$ cat src/cclf_pkg.sv
// Shared types, character codes and helpers for the checksummed command line framer.
// No dependencies; imported by checksummed_command_line_framer.
`default_nettype none

package cclf_pkg;

	localparam int unsigned LINE_CAPACITY_DEF = 96;

	localparam logic [7:0] CH_CR    = 8'h0D;
	localparam logic [7:0] CH_LF    = 8'h0A;
	localparam logic [7:0] CH_STAR  = 8'h2A;
	localparam logic [7:0] CH_ZERO  = 8'h30;
	localparam logic [7:0] CH_NINE  = 8'h39;

	localparam logic [15:0] SEQ_MAX = 16'hFFFF;

	// frame_status codes
	localparam logic [1:0] FS_OK       = 2'd0;
	localparam logic [1:0] FS_FORMAT   = 2'd1;
	localparam logic [1:0] FS_CHECKSUM = 2'd2;

	// command_kind codes
	localparam logic [1:0] CK_UNKNOWN = 2'd0;
	localparam logic [1:0] CK_SETALL  = 2'd1;
	localparam logic [1:0] CK_RUN     = 2'd2;

	// Prefix matcher: one state per matched character of "SETALL " or "RUN "
	typedef enum logic [3:0] {
		PS_START    = 4'd0,
		PS_S        = 4'd1,
		PS_SE       = 4'd2,
		PS_SET      = 4'd3,
		PS_SETA     = 4'd4,
		PS_SETAL    = 4'd5,
		PS_SETALL   = 4'd6,
		PS_SET_DONE = 4'd7,
		PS_R        = 4'd8,
		PS_RU       = 4'd9,
		PS_RUN      = 4'd10,
		PS_RUN_DONE = 4'd11,
		PS_FAIL     = 4'd12
	} prefix_t;

	// "SEQ:" marker search and decimal extraction
	typedef enum logic [2:0] {
		MS_SEARCH = 3'd0,
		MS_S      = 3'd1,
		MS_SE     = 3'd2,
		MS_SEQ    = 3'd3,
		MS_FOUND  = 3'd4,
		MS_DIGITS = 3'd5,
		MS_DONE   = 3'd6
	} marker_t;

	// Character expected next from a partial prefix match
	function automatic logic [7:0] prefix_char(prefix_t s);
		logic [7:0] c;
		c = 8'h00;
		case (s)
			PS_S:     c = "E";
			PS_SE:    c = "T";
			PS_SET:   c = "A";
			PS_SETA:  c = "L";
			PS_SETAL: c = "L";
			PS_SETALL: c = " ";
			PS_R:     c = "U";
			PS_RU:    c = "N";
			PS_RUN:   c = " ";
			default:  c = 8'h00;
		endcase
		return c;
	endfunction

	// Character expected next from a partial marker match
	function automatic logic [7:0] marker_char(marker_t s);
		logic [7:0] c;
		c = 8'h00;
		case (s)
			MS_SEARCH: c = "S";
			MS_S:      c = "E";
			MS_SE:     c = "Q";
			MS_SEQ:    c = ":";
			default:   c = 8'h00;
		endcase
		return c;
	endfunction

	// {bad, nibble}: bad is set for anything that is not a hex digit
	function automatic logic [4:0] hex_nibble(logic [7:0] c);
		logic [4:0] r;
		r = 5'h10;
		if (c >= "0" && c <= "9")
			r = {1'b0, 4'(c - 8'h30)};
		else if (c >= "A" && c <= "F")
			r = {1'b0, 4'(c - 8'h37)};
		else if (c >= "a" && c <= "f")
			r = {1'b0, 4'(c - 8'h57)};
		return r;
	endfunction

endpackage

`default_nettype wire

$ cat src/checksummed_command_line_framer.sv
// A newline byte goes into the input register; its result then loads into the result register.
// Throughput: one byte per cycle; a byte in the input register stalls while a result sits in
// the result register with res_stall high, whether or not that byte is a newline.
// Reset (arst_n low, asynchronous) empties both registers and returns the line state
// to start of line; a newline does the same for the line state. Depends on cclf_pkg.
`default_nettype none

module checksummed_command_line_framer #(
	parameter int unsigned LINE_CAPACITY = cclf_pkg::LINE_CAPACITY_DEF
) (
	input  wire logic        clk,
	input  wire logic        arst_n,
	input  wire logic        rx_valid,
	output logic             rx_stall,
	input  wire logic [7:0]  rx_byte,
	output logic             res_valid,
	input  wire logic        res_stall,
	output logic [1:0]       frame_status,
	output logic [1:0]       command_kind,
	output logic [15:0]      sequence_number
);
	import cclf_pkg::*;

	localparam int unsigned LEN_W = $clog2(LINE_CAPACITY);
	localparam logic [LEN_W-1:0] LEN_LIMIT = LEN_W'(LINE_CAPACITY - 1);

	// input register
	logic       valid_s1;
	logic [7:0] byte_s1;

	// line state
	logic [LEN_W-1:0] len_q, len_d;
	logic             ovf_q, ovf_d;
	logic [7:0]       xor_q, xor_d;
	logic [7:0]       xor_star_q, xor_star_d;
	logic             star_q, star_d;
	logic [1:0]       after_q, after_d;
	logic [7:0]       digits_q, digits_d;
	logic             digit_bad_q, digit_bad_d;
	prefix_t          ps_q, ps_d;
	marker_t          ms_q, ms_d;
	logic [15:0]      seq_q, seq_d;

	// result register
	logic        res_valid_q;
	logic [1:0]  status_q, kind_q;
	logic [15:0] seq_out_q;

	logic        out_free, fire_s1, is_cr, is_lf, emit;
	logic        is_digit;
	logic [3:0]  digit_val;
	logic [4:0]  hex;
	logic [19:0] seq_next;
	logic [1:0]  kind_c, status_c;

	assign out_free = !res_valid_q || !res_stall;
	assign fire_s1  = valid_s1 && out_free;
	assign rx_stall = valid_s1 && !out_free;

	assign is_cr     = (byte_s1 == CH_CR);
	assign is_lf     = (byte_s1 == CH_LF);
	assign emit      = fire_s1 && is_lf && (ovf_q || (len_q != '0));
	assign is_digit  = (byte_s1 >= CH_ZERO) && (byte_s1 <= CH_NINE);
	assign digit_val = 4'(byte_s1 - CH_ZERO);
	assign hex       = hex_nibble(byte_s1);
	assign seq_next  = 20'(seq_q) * 20'd10 + 20'(digit_val);

	always_ff @(posedge clk or negedge arst_n) begin
		if (!arst_n) begin
			valid_s1 <= 1'b0;
		end else if (rx_valid && !rx_stall) begin
			valid_s1 <= 1'b1;
		end else if (fire_s1) begin
			valid_s1 <= 1'b0;
		end
	end

	always_ff @(posedge clk) begin
		if (rx_valid && !rx_stall) begin
			byte_s1 <= rx_byte;
		end
	end

	// Result of the line held in the state registers
	always_comb begin
		kind_c = CK_UNKNOWN;
		if (ps_q == PS_SET_DONE)
			kind_c = CK_SETALL;
		else if (ps_q == PS_RUN_DONE)
			kind_c = CK_RUN;
		if (!star_q || after_q != 2'd2 || digit_bad_q)
			status_c = FS_FORMAT;
		else if (xor_star_q != digits_q)
			status_c = FS_CHECKSUM;
		else if (kind_c == CK_UNKNOWN)
			status_c = FS_FORMAT;
		else
			status_c = FS_OK;
	end

	// Next line state
	always_comb begin
		len_d       = len_q;
		ovf_d       = ovf_q;
		xor_d       = xor_q;
		xor_star_d  = xor_star_q;
		star_d      = star_q;
		after_d     = after_q;
		digits_d    = digits_q;
		digit_bad_d = digit_bad_q;
		ps_d        = ps_q;
		ms_d        = ms_q;
		seq_d       = seq_q;
		if (fire_s1 && !is_cr) begin
			if (is_lf) begin
				len_d       = '0;
				ovf_d       = 1'b0;
				xor_d       = '0;
				xor_star_d  = '0;
				star_d      = 1'b0;
				after_d     = '0;
				digits_d    = '0;
				digit_bad_d = 1'b0;
				ps_d        = PS_START;
				ms_d        = MS_SEARCH;
				seq_d       = '0;
			end else if (len_q < LEN_LIMIT) begin
				len_d = len_q + 1'b1;

				unique case (ps_q)
					PS_START: begin
						if (byte_s1 == "S")
							ps_d = PS_S;
						else if (byte_s1 == "R")
							ps_d = PS_R;
						else
							ps_d = PS_FAIL;
					end
					PS_S, PS_SE, PS_SET, PS_SETA, PS_SETAL, PS_SETALL,
					PS_R, PS_RU, PS_RUN: begin
						ps_d = (byte_s1 == prefix_char(ps_q)) ?
							prefix_t'(4'(ps_q) + 4'd1) : PS_FAIL;
					end
					PS_SET_DONE, PS_RUN_DONE, PS_FAIL: begin
						ps_d = ps_q;
					end
					default: begin
						ps_d = PS_FAIL;
					end
				endcase

				unique case (ms_q)
					MS_SEARCH, MS_S, MS_SE, MS_SEQ: begin
						if (byte_s1 == marker_char(ms_q)) begin
							ms_d  = marker_t'(3'(ms_q) + 3'd1);
							seq_d = '0;
						end else begin
							ms_d = (byte_s1 == "S") ? MS_S : MS_SEARCH;
						end
					end
					MS_FOUND: begin
						if (is_digit) begin
							seq_d = 16'(digit_val);
							ms_d  = MS_DIGITS;
						end else begin
							seq_d = '0;
							ms_d  = MS_DONE;
						end
					end
					MS_DIGITS: begin
						if (!is_digit) begin
							ms_d = MS_DONE;
						end else if (seq_next > 20'(SEQ_MAX)) begin
							seq_d = '0;
							ms_d  = MS_DONE;
						end else begin
							seq_d = seq_next[15:0];
						end
					end
					MS_DONE: begin
						ms_d = MS_DONE;
					end
					default: begin
						ms_d = MS_DONE;
					end
				endcase

				// checksum field follows the last '*'
				if (byte_s1 == CH_STAR) begin
					xor_star_d  = xor_q;
					star_d      = 1'b1;
					after_d     = '0;
					digits_d    = '0;
					digit_bad_d = 1'b0;
				end else if (star_q) begin
					if (after_q < 2'd2) begin
						if (hex[4])
							digit_bad_d = 1'b1;
						else
							digits_d = {digits_q[3:0], hex[3:0]};
						after_d = after_q + 2'd1;
					end else begin
						after_d = 2'd3;
					end
				end
				xor_d = xor_q ^ byte_s1;
			end else begin
				ovf_d = 1'b1;
			end
		end
	end

	always_ff @(posedge clk or negedge arst_n) begin
		if (!arst_n) begin
			len_q       <= '0;
			ovf_q       <= 1'b0;
			xor_q       <= '0;
			xor_star_q  <= '0;
			star_q      <= 1'b0;
			after_q     <= '0;
			digits_q    <= '0;
			digit_bad_q <= 1'b0;
			ps_q        <= PS_START;
			ms_q        <= MS_SEARCH;
			seq_q       <= '0;
		end else begin
			len_q       <= len_d;
			ovf_q       <= ovf_d;
			xor_q       <= xor_d;
			xor_star_q  <= xor_star_d;
			star_q      <= star_d;
			after_q     <= after_d;
			digits_q    <= digits_d;
			digit_bad_q <= digit_bad_d;
			ps_q        <= ps_d;
			ms_q        <= ms_d;
			seq_q       <= seq_d;
		end
	end

	always_ff @(posedge clk or negedge arst_n) begin
		if (!arst_n) begin
			res_valid_q <= 1'b0;
		end else if (emit) begin
			res_valid_q <= 1'b1;
		end else if (!res_stall) begin
			res_valid_q <= 1'b0;
		end
	end

	always_ff @(posedge clk) begin
		if (emit) begin
			if (ovf_q) begin
				status_q  <= FS_FORMAT;
				kind_q    <= CK_UNKNOWN;
				seq_out_q <= '0;
			end else begin
				status_q  <= status_c;
				kind_q    <= kind_c;
				seq_out_q <= seq_q;
			end
		end
	end

	assign res_valid       = res_valid_q;
	assign frame_status    = status_q;
	assign command_kind    = kind_q;
	assign sequence_number = seq_out_q;

`ifndef SYNTHESIS
	a_len_limit: assert property (@(posedge clk) disable iff (!arst_n)
		len_q <= LEN_LIMIT)
		else $error("line length beyond capacity");

	a_ovf_full: assert property (@(posedge clk) disable iff (!arst_n)
		ovf_q |-> len_q == LEN_LIMIT)
		else $error("overflow flagged on a line that is not full");

	a_after_needs_star: assert property (@(posedge clk) disable iff (!arst_n)
		(after_q != 2'd0 || digit_bad_q) |-> star_q)
		else $error("check field progress without a star");

	a_ok_has_kind: assert property (@(posedge clk) disable iff (!arst_n)
		(res_valid_q && status_q == FS_OK) |-> kind_q != CK_UNKNOWN)
		else $error("ok result without a known command");

	a_emit_after_lf: assert property (@(posedge clk) disable iff (!arst_n)
		emit |=> (len_q == '0 && !ovf_q && !star_q && ps_q == PS_START))
		else $error("line state not cleared after newline");
`endif

endmodule

`default_nettype wire
$ cat config.mk
export PLATFORM = sky130hd
export DESIGN_NAME = checksummed_command_line_framer
export DESIGN_NICKNAME = d
export VERILOG_FILES = /design/src/cclf_pkg.sv /design/src/checksummed_command_line_framer.sv
export SDC_FILE = /design/constraint.sdc
export NUM_CORES = 1
export LEC_CHECK = 0
export ABC_AREA = 0
export BUFFER_PORTS_ARGS = -buffer_cell sky130_fd_sc_hd__buf_2
export CORE_MARGIN = 2
export CORE_UTILIZATION = 25
export DETAILED_ROUTE_END_ITERATION = 8
export GPL_ROUTABILITY_DRIVEN = 0
export PLACE_DENSITY = 0.49
export REMOVE_ABC_BUFFERS = 1
export SLEW_MARGIN = 10
export SYNTH_ARGS = -nofsm -noshare
export SYNTH_HDL_FRONTEND = slang
export SYNTH_SLANG_ARGS = --single-unit
$ cat constraint.sdc
create_clock -name clk -period 5.1 [get_ports clk]
set_input_delay 0 -clock clk [delete_from_list [all_inputs] [get_ports clk]]
set_output_delay 0 -clock clk [all_outputs]
set_load 0.1 [all_outputs]
# ---- Word-level counts from Yosys, hierarchy flattened
# Memory sizes are Yosys's and may differ from the RTL's.
# Index checks and enable logic that the tools add are counted.
dict set report totals {
  elab_cells 183
  in_bits 12
  output_inout_bits 22
  mem_count 1
  reg_bits 89
  mem_bits_ro 112
  mem_bits_rw 0
  latchBits 0
}
# memory depth word_bits rd rd_ports_with_merged_regs write_ports line
set mem_list {}
lappend mem_list {{(name not given)} 16 7 1 0 0 cclf_pkg.sv:59} ;# case (s)
dict set report classes {
  multipliers 1
  div_mod_pow 0
  bitwise_logic 1
  order_cmp 9
  n_mux 70
  reduce_logical 43
  eq_ne 33
  add_sub_neg 8
  shift 0
}
# cell n
set ops {}
lappend ops {{2-to-1 mux 8 bit} 19}
lappend ops {{2-to-1 mux 16 bit} 5}
lappend ops {{one-hot mux 16 bit (3 select lines)} 1}
lappend ops {{one-hot mux 7 bit (4 select lines)} 1}
lappend ops {{adder 20 x 4 -> 20 bit} 1}
lappend ops {{== test 4 bit, second input constant} 5}
lappend ops {{greater-than comparator 20 x 16 -> 1 bit, second input constant} 1}
lappend ops {{2-to-1 mux 4 bit} 5}
lappend ops {{multiplier 16 x 3 -> 19 bit, second input constant} 1}
lappend ops {{2-to-1 mux 2 bit} 9}
lappend ops {{2-to-1 mux 3 bit} 6}
lappend ops {{2-to-1 mux 1 bit} 17}
lappend ops {{== test 4 x 3 -> 1 bit, second input constant} 4}
lappend ops {{== test 8 x 4 -> 1 bit, second input constant} 2}
lappend ops {{== test 8 x 7 -> 1 bit, second input constant} 2}
lappend ops {{== test 8 bit} 2}
lappend ops {{greater-or-equal comparator 8 x 7 -> 1 bit, second input constant} 2}
lappend ops {{less-or-equal comparator 8 x 7 -> 1 bit, second input constant} 2}
lappend ops {{2-to-1 mux 5 bit} 3}
lappend ops {{AND reduction 5 bit} 3}
lappend ops {{2-to-1 mux 7 bit} 2}
lappend ops {{one-hot mux 4 bit (3 select lines)} 1}
lappend ops {{AND reduction 3 bit} 4}
lappend ops {{logical AND 1 bit} 9}
lappend ops {{other kinds (38)} 58}

# ---- Logic depth before layout (Yosys ltp)
# Gate-level depths: netlist (run 1).
dict set report depth {
  word_depth 11
  mapped_depth 13
  mapped_depth_nobuf 12
}

# ---- Worst setup path after synthesis (run 1)
# OpenSTA, ideal clock, no wires.
dict set report synth_timing {
  kind {register to register}
  startpoint {reg byte_s1[0]}
  endpoint {reg kind_q[0], in the netlist command_kind[0], enable pin}
  path_stages_with_launch 9
  path_buffers 2
  setup_slack_ns 1.024
  setup_ns 0.431
  required_time_ns 4.669
  t_arrival_ns 3.646
  synth_period_minus_slack_ns 4.076
  cell_sequence {edfxtp_1 > inv_1 > ha_1 > or3b_1 > clkbuf_1 > nor2_1 > and3_1 > clkbuf_1 > a21boi_0}
}
dict set report synth_between {
  elab_chain_len 3
}
# element line
set synth_rtl {}
lappend synth_rtl {{start: declaration} checksummed_command_line_framer.sv:29} ;# logic [7:0] byte_s1;
lappend synth_rtl {{start signal: assignment} checksummed_command_line_framer.sv:80} ;# byte_s1 <= rx_byte;
lappend synth_rtl {{== test 8 x 4 -> 1 bit} checksummed_command_line_framer.sv:61} ;# assign is_lf = (byte_s1 == CH_LF);
lappend synth_rtl {{logical AND 1 bit (2 in a row)} checksummed_command_line_framer.sv:62} ;# assign emit = fire_s1 && is_lf && (ovf_q || (len_q != '0));
lappend synth_rtl {{named net emit} checksummed_command_line_framer.sv:49} ;# logic out_free, fire_s1, is_cr, is_lf, emit;
lappend synth_rtl {{end signal: assignment} checksummed_command_line_framer.sv:259} ;# kind_q <= kind_c;
lappend synth_rtl {{end: declaration} checksummed_command_line_framer.sv:46} ;# logic [1:0] status_q, kind_q;
# The timed path passes the listed nets, and every way through them passes these cells.
# A chain may end at the register's enable or synchronous reset.

# ---- Worst setup path after layout (run 1)
dict set report layout_timing {
  startpoint {reg seq_q[1]}
  endpoint {reg seq_q[6]}
}
dict set report layout_between {
  elab_chain_len 8
}
# element line
set layout_rtl {}
lappend layout_rtl {{start: declaration} checksummed_command_line_framer.sv:42} ;# logic [15:0] seq_q, seq_d;
lappend layout_rtl {{start signal: assignment} checksummed_command_line_framer.sv:237} ;# seq_q <= seq_d;
lappend layout_rtl {{multiplier 16 x 3 -> 19 bit *} checksummed_command_line_framer.sv:66} ;# assign seq_next = 20'(seq_q) * 20'd10 + 20'(digit_val);
lappend layout_rtl {{adder 20 x 4 -> 20 bit *} checksummed_command_line_framer.sv:66}
lappend layout_rtl {{greater-than comparator 20 x 16 -> 1 bit} checksummed_command_line_framer.sv:173} ;# end else if (seq_next > 20'(SEQ_MAX)) begin
lappend layout_rtl {{2-to-1 mux 16 bit *} checksummed_command_line_framer.sv:173}
lappend layout_rtl {{2-to-1 mux 16 bit *} checksummed_command_line_framer.sv:171} ;# if (!is_digit) begin
lappend layout_rtl {{one-hot mux 16 bit (3 select lines) *} checksummed_command_line_framer.sv:152} ;# unique case (ms_q)
lappend layout_rtl {{2-to-1 mux 16 bit *} checksummed_command_line_framer.sv:127} ;# end else if (len_q < LEN_LIMIT) begin
lappend layout_rtl {{2-to-1 mux 16 bit *} checksummed_command_line_framer.sv:115} ;# if (is_lf) begin
# Every way passes the cells marked *; elsewhere a longest branch is shown, timed or not. The select of a mux whose other input is x is not followed.

==> flow_summary.toml, run 1 <==
[route]
drt_wl_total_microns = 14550
drt_iter0_drc = 270
drt-vias-per-instance = 4.668
drc = 0
ant_nets = 0
dr_total_vias = 4547
avgRoutedWirePerCell_microns = 14.94
dr.pass1.iters = 7

[timing]
period_share_pct = 74.64
skew_ns = 0.01026
fmax_ghz = 0.2627
rsz0062_at_grt = "false"
drv_slew = 0
fin_crit_ns = 3.806
worst_slew_pin_slew_ns = 0.8440
setup_violations = 0
slew_headroom_pct = 43.30
final_hold_viol_count = 0
setup_tns_ns = 0

[global_route]
overflow = 0
grt_pass1_vias = 4514
grt.total_usage_pct = 12.60
grt_pass1_wl_microns = 24630
grt_max_degree = 62
antenna_found_initial = 0

[worst_hold_path]
hold_start = "rx_byte[2]"
hp-class = "input pin to flip-flop"

[clocking]
post_cts_buffers = 0
cts_tree = "done"
clock_latency_ns = 0.36
ctsRootBufferMaster = "clkbuf_16"
cts_buffers = 9
htreeDepth = 3
cts-resized-gates = 0
cts_sinks = 89
clk_pin_slew_ns = 0.08
clockBufferDepth = 2

[critical_path]
worstSetupEndpointType = "flip-flop"
start_kind = "flip-flop"
reg2reg_from = "seq_q[1]"
cp-startpoint = "seq_q[1]"
crit_fanout = 15
worstPathRequired_ns = 5.33
crit_type = "flip-flop to flip-flop"
crit_arrival_ns = 4.04

[cells_and_area]
drive_gt1_share_pct = 12.21
antennaDiodeCount = 0
area.growth.synth_to_final_pct = 15.61
nNetsFinal = 710
instances_no_fill = 974

[pwr]
ir_drop_mv = 0.1811
p_int_mw = 1.352
sw_frac_of_total_pct = 32.98
netSwitchingPower_mw = 0.6656
p_leak_nw = 3.018
pwr-share-clk_pct = 33.7
seq_power_share_pct = 47.8
power_density_mw_per_mm2 = 294.7
power_frac_comb_pct = 18.5

[yosys]
yosysSeqAreaShare_pct = 39.97
async_reset_ff_share_pct = 68.54
ys_ff_latch = 89
syn-mean-instance-area_sq_um = 9.710
synth_cells = 610
synth_edf_count = 28
synth_cell_types = 71
yosysWarnings = 0
dominantRegCellSynth = "dfrtp_1"
synth_area_sq_mm = 0.005923

[die]
initial_core_util_pct = 25.39
dieArea_sq_mm = 0.02494
ios = 34
coreArea_sq_mm = 0.02333
die_h_microns = 157.9
fp.dieW_microns = 157.9
std_cell_rows = 56

[placement]
dp_cells = 946
port_buffers = 33
hpwlAfterDp_microns = 10620

[job]
drv_cap = 0

[outcome]
status = "finished clean"
[area by class of cell]
cell class | instances | area (sq um)
timing repair buffer | 51 | 330.3
clock inverter | 7 | 73.82
inverter | 21 | 78.83
clock buffer | 9 | 225.2
multi-input combinational | 478 | 3373
tap | 319 | 399.1
fill | 2440 | 16480
sequential | 89 | 2367
[power groups by stage]
stage / Clock, mW / Combinational [mW] / Sequential (mW)
final: 0.681 / 0.373 / 0.964
after global routing: 0.731 / 0.428 / 0.982
after CTS: 0.704 / 0.378 / 0.964
after detailed placement: 0 / 0.369 / 0.978
after global placement: 0 / 0.365 / 0.978
after floorplan: 0 / 0.283 / 0.941
[cells in the final DEF (no fill, tap or decap), types with 4 or more instances in the layout]
master	synthesis	layout
a21o_1	8	8
a21oi_1	29	29
a22o_1	16	16
a22oi_1	5	5
a31oi_1	8	8
and3_1	6	6
buf_2	2	33
buf_4	0	6
clkbuf_16	0	9
dfrtp_1	61	61
dlygate4sd3_1	0	12
edfxtp_1	28	28
ha_1	46	46
inv_1	21	21
mux2i_1	6	6
nand2_1	61	61
nand2b_1	11	11
nand3_1	16	16
nand4_1	6	6
nor2_1	52	52
nor2b_1	24	24
nor3_1	13	13
nor3b_1	4	4
nor4_1	5	5
o21a_1	4	4
o21ai_0	24	24
o21ai_2	11	11
o22ai_1	4	4
xnor2_1	20	20
xor2_1	35	35
[per-stage QoR]
stage | area [sq um] | worst slack, ns | power, mW | util [%] | hold slack [ns]
floorplan | 5816 | 0.9943 | 1.224 | - | -0.2956
global placement | 6429 | 1.409 | 1.343 | 27.55 | 0.1807
detailed placement | 6429 | 1.321 | 1.347 | 27.55 | 0.1799
CTS | 6848 | 1.302 | 2.045 | 29.35 | 0.3295
global route | 6848 | 1.019 | 2.142 | 29.35 | 0.3513
finish | 6848 | 1.294 | 2.018 | 29.35 | 0.3447
[cell families after synthesis]
| kind of cell | after synthesis | synth area share [%] |
|---|---|---|
| AO/OA/AOI/OAI | 148 | 18.15 |
| AND/OR/NAND/NOR | 219 | 18.82 |
| buffers and inverters | 43 | 3.147 |
| adder cells (fa/ha/maj) | 48 | 10.39 |
| multiplexers | 8 | 1.394 |
| XOR/XNOR | 55 | 8.133 |
| flip-flops | 89 | 39.97 |
[what timing repair did]
action,in CTS,in global routing
hold endpoints to repair,71,0
hold buffers,12,0
setup endpoints to repair,0,0
[metal layers]
layer	share of wire (%)	track usage [%]	vias up
met2	43	18.84	74
met3	3.8	1.944	20
met4	2.1	5.108	0
met5	0	0	-
li1	-	-	2301
met1	51	18.08	2152
[sequential cells by signal, summed over array words and instances, names as in the netlist, 2 cells and up]
name             cells
sequence_number     16
frame_status         2
digits_q             8
xor_q                8
len_q                7
after_q              2
xor_star_q           8
byte_s1              8
seq_q               16
ps_q                 4
ms_q                 3
command_kind         2
[Yosys cell counts, drive strengths merged (5+ instances only)]
library cell / instances / area (sq um)
a22oi: 5 / 37.54
inv: 21 / 78.83
a22o: 16 / 140.1
xor2: 35 / 306.5
edfxtp: 28 / 840.8
a31oi: 8 / 50.05
clkbuf: 16 / 60.06
a21o: 9 / 75.07
ha: 46 / 575.6
nor3: 13 / 65.06
a21oi: 30 / 161.4
nand3: 17 / 97.60
dfrtp: 61 / 1526
mux2i: 6 / 60.06
nand2: 61 / 229.0
nor4: 6 / 52.55
and3: 6 / 37.54
xnor2: 20 / 175.2
buf: 6 / 47.54
nor2b: 24 / 150.1
o21ai: 37 / 226.5
nor2: 52 / 195.2
nand4: 6 / 37.54
nand2b: 11 / 68.82
[worst max-delay path, stage by stage (launching register included)]
cell and delay [ns]:
dfrtp_1 0.44, ha_1 0.31, ha_1 0.23, fa_1 0.45, xor2_1 0.30, nand4_1 0.22, nor3_1 0.57, and4_1 0.32
and4bb_1 0.22, a31o_4 0.26, nand3_4 0.21, o21ai_0 0.13
[path summary, 6_finish.rpt]
| path | slack [ns] | end | depth (start not counted) |
|---|---|---|---|
| worst min register to register | 0.51 | digit_bad_q | 2 |
| min in group asynchronous | 0.36 | xor_star_q[7] | 3 |
| max in group asynchronous | 4.20 | seq_q[9] | 3 |
| worst max-delay path | 1.29 | seq_q[6] | 11 |
| worst max register to register | 1.29 | seq_q[6] | 11 |
| worst min-delay path | 0.34 | byte_s1[2] | 2 |
(Power assumes the default switching activity.)
==> run 2, diff against run 1 <==
ABC_AREA = 1   (was 0)
PLACE_DENSITY = 0.51   (was 0.49)
clock period = 3.1 ns   (was 5.1 ns; I/O delays follow)
==> run 2 against run 1 <==
Against the previous run: synthesized cell count up 33%; final area up 12%; register-to-register slack worse by 1.2 ns; highest routed layer unchanged; via count up 17%; core utilization up 2.0 points; combinational power up 79%.
==> flow_summary.toml, run 2 <==
[yosys]
synth.largest_area_cell = "dfrtp_1"
ys_ff_latch = 89
synth_cells = 812
yosysMostFrequentCell = "nand2_1"
netlist.area_leader.share_pct = 24.52
synthTopCellsByArea = "dfrtp_1 25%, edfxtp_1 14%, nand2_1 12%"
yosysWarnings = 0
async_reset_ff_share_pct = 68.54
yosysSeqAreaShare_pct = 38.03
synth_edf_count = 28
syn-mean-instance-area_sq_um = 7.666
dominantRegCellSynth = "dfrtp_1"
synth_common_cells = "206 x nand2_1, 130 x inv_1, 62 x nand3_1"
synth_area_sq_mm = 0.006225
synth_cell_types = 43

[critical_path]
reg2reg_from = "seq_q[3]"
worstSetupEndpointType = "flip-flop"
start_kind = "flip-flop"
crit_type = "flip-flop to flip-flop"
r2r_end = "seq_q[7]"
crit_arrival_ns = 3.23
cp-startpoint = "seq_q[3]"
crit_path_end = "seq_q[7]"
crit_fanout = 6
reg2reg_depth = 16
r2r_setup_slack_ns = 0.13
worstPathRequired_ns = 3.36

[route]
ant_nets = 0
drc = 0
avgRoutedWirePerCell_microns = 13.30
drt_iter0_drc = 289
drt_wl_total_microns = 16170
drt-vias-per-instance = 4.388
dr.pass1.iters = 6
dr_total_vias = 5336

[die]
ios = 34
initial_core_util_pct = 25.52
coreArea_sq_mm = 0.02439
fp.dieW_microns = 161.8
die_h_microns = 161.8
dieArea_sq_mm = 0.02618
std_cell_rows = 57

[global_route]
grt_max_degree = 38
grt_pass1_wl_microns = 26230
grt_pass1_vias = 5136
antenna_found_initial = 0
grt.total_usage_pct = 12.45
overflow = 0

[pwr]
power_density_mw_per_mm2 = 413.9
p_leak_nw = 3.705
power_mw = 3.164
ir_drop_mv = 0.2391

[clocking]
cts_tree = "done"
cts_sinks = 89
clock_latency_ns = 0.34
clockBufferDepth = 2
cts_buffers = 9
clk_pin_slew_ns = 0.07
ctsRootBufferMaster = "clkbuf_16"
htreeDepth = 3

[timing]
skew_ns = 0.01201
setup_violations = 0
fmax_ghz = 0.3372
final_hold_viol_count = 0
period_share_pct = 95.67
rsz0062_at_grt = "true"
fin_crit_ns = 2.966
slew_headroom_pct = 53.11
worst_slew_pin_slew_ns = 0.7034
drv_slew = 0

[job]
drv_cap = 0

[placement]
hpwlAfterDp_microns = 12420
port_buffers = 33
dp_cells = 1179

[outcome]
status = "finished clean"

[worst_hold_path]
hp-class = "input pin to asynchronous set/reset pin"

[cells_and_area]
instances_no_fill = 1216
area.growth.synth_to_final_pct = 22.79
drive_gt1_share_pct = 20.40
final_common_cell = "nand2_1"
nNetsFinal = 947
final_cell_mix = "194 x nand2_1, 130 x inv_1, 60 x nand3_1"
antennaDiodeCount = 0
## run 2: changes by cell type after synthesis, moves of 11 or more
| cell | previous run | this run |
|---|---|---|
| inv_2 | 0 | 11 |
| nand2_2 | 0 | 13 |
| clkbuf_1 | 16 | 4 |
| nand3_1 | 16 | 62 |
| xor2_1 | 35 | 23 |
| a22o_1 | 16 | 3 |
| inv_1 | 21 | 130 |
| nand2_1 | 61 | 206 |
| xnor2_1 | 20 | 7 |
| nor2b_1 | 24 | 0 |
| nand2b_1 | 11 | 0 |
## run 2: metrics by stage
step | setup TNS [ns] | area (sq um) | util (%) | worst slack, ns | hold slack [ns]
3_3_place_gp | 0 | 6910 | 28.33 | 0.01832 | 0.03685
4_1_cts | 0 | 7305 | 29.95 | 0.03010 | 0.2176
5_1_grt | -0.7567 | 7644 | 31.34 | -0.06621 | 0.2770
2_1_floorplan | 0 | 6160 | - | 0.01854 | -0.2956
6_report | 0 | 7644 | 31.34 | 0.1342 | 0.1957
3_5_place_dp | -0.04228 | 6910 | 28.33 | -0.04228 | 0.04093
## run 2: worst min path at each step
stage / start / end / slack, ns / cells past startpoint
after floorplan: arst_n / after_q[0] / -0.30 / 0
after global placement: arst_n / seq_q[15] / 0.04 / 1
after detailed placement: arst_n / seq_q[15] / 0.04 / 1
after CTS: arst_n / seq_q[15] / 0.22 / 2
after global routing: arst_n / seq_q[15] / 0.28 / 2
final: arst_n / seq_q[15] / 0.20 / 2
## run 2: logic make-up (layout without fill, tap and decap cells)
group	Yosys count	count (layout)	share of synthesized area [%]
flops	89	89	38.03
fa+ha+maj	48	48	9.889
xor+xnor	30	30	4.221
buf+inv	153	233	9.548
compound gates	103	103	10.09
simple gates	389	389	28.22
## run 2: area by class of cell
class / count / area [sq um]
fillers: 2645 / 16750
multi-input cells: 570 / 3507
flip-flops and latches: 89 / 2377
repair buffers: 76 / 545.5
inverters: 141 / 529.3
well taps: 324 / 405.4
clock buffers: 10 / 239.0
clock inverters: 6 / 40.04
## run 2: repair_timing
action / in CTS / in global routing
hold endpoints to repair: 34 / 0
cloned: 0 / 1
pin swaps: 0 / 22
setup endpoints to repair: 4 / 19
setup buffers: 0 / 9
hold buffers: 11 / 0
gates resized for setup: 2 / 55
## run 2: critical path, stage by stage, from the launching register on
cell and delay (ns):
dfrtp_2 0.44, ha_4 0.25, ha_4 0.16, fa_2 0.60, nand2_2 0.07, nor2_4 0.12, nand3_2 0.09, nor2_2 0.13
nand2_1 0.06, nor2_1 0.13, nand3b_1 0.09, nand2_1 0.07, nand2_2 0.06, nor2_4 0.19, nand3_4 0.13, clkbuf_16 0.19
o21ai_2 0.10
## run 2: where the power goes
| part | leakage [nW] | switching, mW | internal (mW) | total (mW) |
|---|---|---|---|---|
| Clock | 0.137 | 0.483 | 0.568 | 1.05 |
| Sequential | 1.01 | 0.103 | 1.34 | 1.45 |
| Combinational | 2.56 | 0.425 | 0.243 | 0.668 |
| Total | 3.71 | 1.01 | 2.15 | 3.16 |
## run 2: routing by layer
| layer | vias up | wire length, microns | GRT usage, % |
|---|---|---|---|
| met5 | - | 0 | 0 |
| met4 | 0 | 166 | 1.891 |
| met3 | 13 | 536 | 2.324 |
| met2 | 76 | 7679 | 21.03 |
| met1 | 2476 | 7790 | 16.92 |
| li1 | 2771 | - | - |
==> run 3, diff against run 2 <==
BUFFER_PORTS_ARGS = -buffer_cell sky130_fd_sc_hd__buf_4   (was -buffer_cell sky130_fd_sc_hd__buf_2)
CORE_MARGIN = 1.5   (was 2)
CORE_UTILIZATION = 35   (was 25)
PLACE_DENSITY = 0.62   (was 0.51)
==> run 3 against run 2 <==
Against the previous run: routed wire length fell by 5.9%; setup slack better by 0.0083 ns; first-iteration DRC count grew 37%; sequential cell count unchanged; clock power about the same; hold slack better by 0.082 ns; total power up 1.1%; via count hardly changed; clock skew shrank 0.0030 ns; maximum frequency grew 0.28%; die area shrank 29%.
==> flow_summary.toml, run 3 (same netlist as run 2, synthesis figures left out) <==
[timing]
fin_crit_ns = 2.957
final_hold_viol_count = 0
fin_ws_ns = 0.1426
skew_ns = 0.009032
setup_violations = 0
slew_headroom_pct = 45.64
period_share_pct = 95.40
fmax_ghz = 0.3381
drv_slew = 0
worst_slew_pin_slew_ns = 0.8154
rsz0062_at_grt = "true"
holdWs_ns = 0.2779

[die]
std_cell_rows = 48
die_h_microns = 136.4
coreArea_sq_mm = 0.01736
initial_core_util_pct = 35.86
fp.dieW_microns = 136.4
ios = 34
dieArea_sq_mm = 0.01859

[outcome]
status = "finished clean"

[pwr]
power_density_mw_per_mm2 = 420.7
ir_drop_mv = 0.2925
p_leak_nw = 3.662
power_mw = 3.199

[cells_and_area]
nNetsFinal = 942
fin_util_pct = 43.80
fillers = 1718
final_cell_mix = "199 x nand2_1, 130 x inv_1, 60 x nand3_1"
antennaDiodeCount = 0
drive_gt1_share_pct = 19.95
final-seq-area_sq_mm = 0.002380
multi_input_area_sq_mm = 0.003511
area.growth.synth_to_final_pct = 22.13
final_common_cell = "nand2_1"

[route]
drc = 0
drt_wl_total_microns = 15210
dr.pass1.iters = 4
met1Wirelength_microns = 7520
ant_nets = 0
avgRoutedWirePerCell_microns = 13.68
dr_total_vias = 5333
drt_iter0_drc = 397
routed-wl-met2_microns = 7052
top_layer = "met4"
drt-vias-per-instance = 4.796
wl_met3_microns = 448

[global_route]
overflow = 0
grt_pass1_vias = 4970
grt_max_degree = 62
grt.total_usage_pct = 17.14
grt_pass1_wl_microns = 24780
antenna_found_initial = 0

[critical_path]
worstPathRequired_ns = 3.37
crit_arrival_ns = 3.23
crit_fanout = 6
crit_type = "flip-flop to flip-flop"
start_kind = "flip-flop"
worstSetupEndpointType = "flip-flop"

[job]
drv_cap = 0

[clocking]
cts_tree = "done"
clock_latency_ns = 0.35
cts_sinks = 89
cts_buffers = 9
ctsRootBufferMaster = "clkbuf_16"
htreeDepth = 3
clockBufferDepth = 2
clk_pin_slew_ns = 0.07

[placement]
dp_slack_ns = -0.05906
port_buffers = 33
hpwlAfterDp_microns = 11510

[worst_hold_path]
hp-class = "input pin to asynchronous set/reset pin"
==> run 3: changes by cell type in the layout (fill, tap and decap cells not counted), sizes merged <==
cell	delta
inv	+1
buf	-5
clkbuf	-1
==> run 3: what timing repair did <==
action	CTS	global route
cloned	0	1
endpoints found under the setup margin	7	19
hold endpoints to repair	71	0
resized for setup	2	53
hold buffers	11	0
pin swaps	0	16
setup buffers	1	7
==> run 3: metrics by stage <==
stage | area [sq um] | setup TNS [ns] | instances
global route | 7602 | -0.4613 | 1112
floorplan | 6160 | 0 | 800
global placement | 6852 | 0 | 1076
CTS | 7272 | 0 | 1104
detailed placement | 6852 | -0.05906 | 1076
finish | 7602 | 0 | 1112
==> run 3: path summary, 6_finish.rpt <==
kind,start,end,slack [ns],depth (start not counted)
max in group asynchronous,arst_n,seq_q[6],2.24,2
min in group clk,rx_byte[7],byte_s1[7],0.37,2
setup / recovery,seq_q[3],seq_q[6],0.14,16
hold reg to reg,digit_bad_q,digit_bad_q,0.50,2
setup reg to reg,seq_q[3],seq_q[6],0.14,16
hold / removal,arst_n,seq_q[15],0.28,2
==> run 3: final cells by class <==
| cell class | count | share of cell area [%] |
|---|---|---|
| inverters | 141 | 6.962 |
| multi-input cells | 570 | 46.18 |
| well taps | 225 | 3.703 |
| flip-flops and latches | 89 | 31.30 |
| clock inverters | 7 | 0.9546 |
| repair buffers | 71 | 7.933 |
| clock buffers | 9 | 2.962 |
==> run 3: critical path, stage by stage, from the launching register on <==
cell	delay (ns)
dfrtp_1	0.44
ha_4	0.27
ha_4	0.16
fa_2	0.40
xnor2_1	0.21
inv_1	0.08
nand4_1	0.14
nor2_4	0.14
nand2_2	0.09
nor2_4	0.15
nand2_1	0.06
nand2_1	0.05
nand2_1	0.07
a21oi_4	0.21
nand3_4	0.14
buf_12	0.16
o21ai_2	0.12
==> run 3: where the power goes <==
| part | total, mW | switching [mW] | internal [mW] |
|---|---|---|---|
| combinational | 0.672 | 0.430 | 0.242 |
| clock | 1.08 | 0.511 | 0.569 |
| sequential | 1.45 | 0.105 | 1.34 |
==> run 3: routing by layer <==
metal,up-vias,GRT usage (%)
met5,-,0
met4,0,4.137
met3,15,2.722
met2,100,27.92
met1,2447,23.76
li1,2771,-
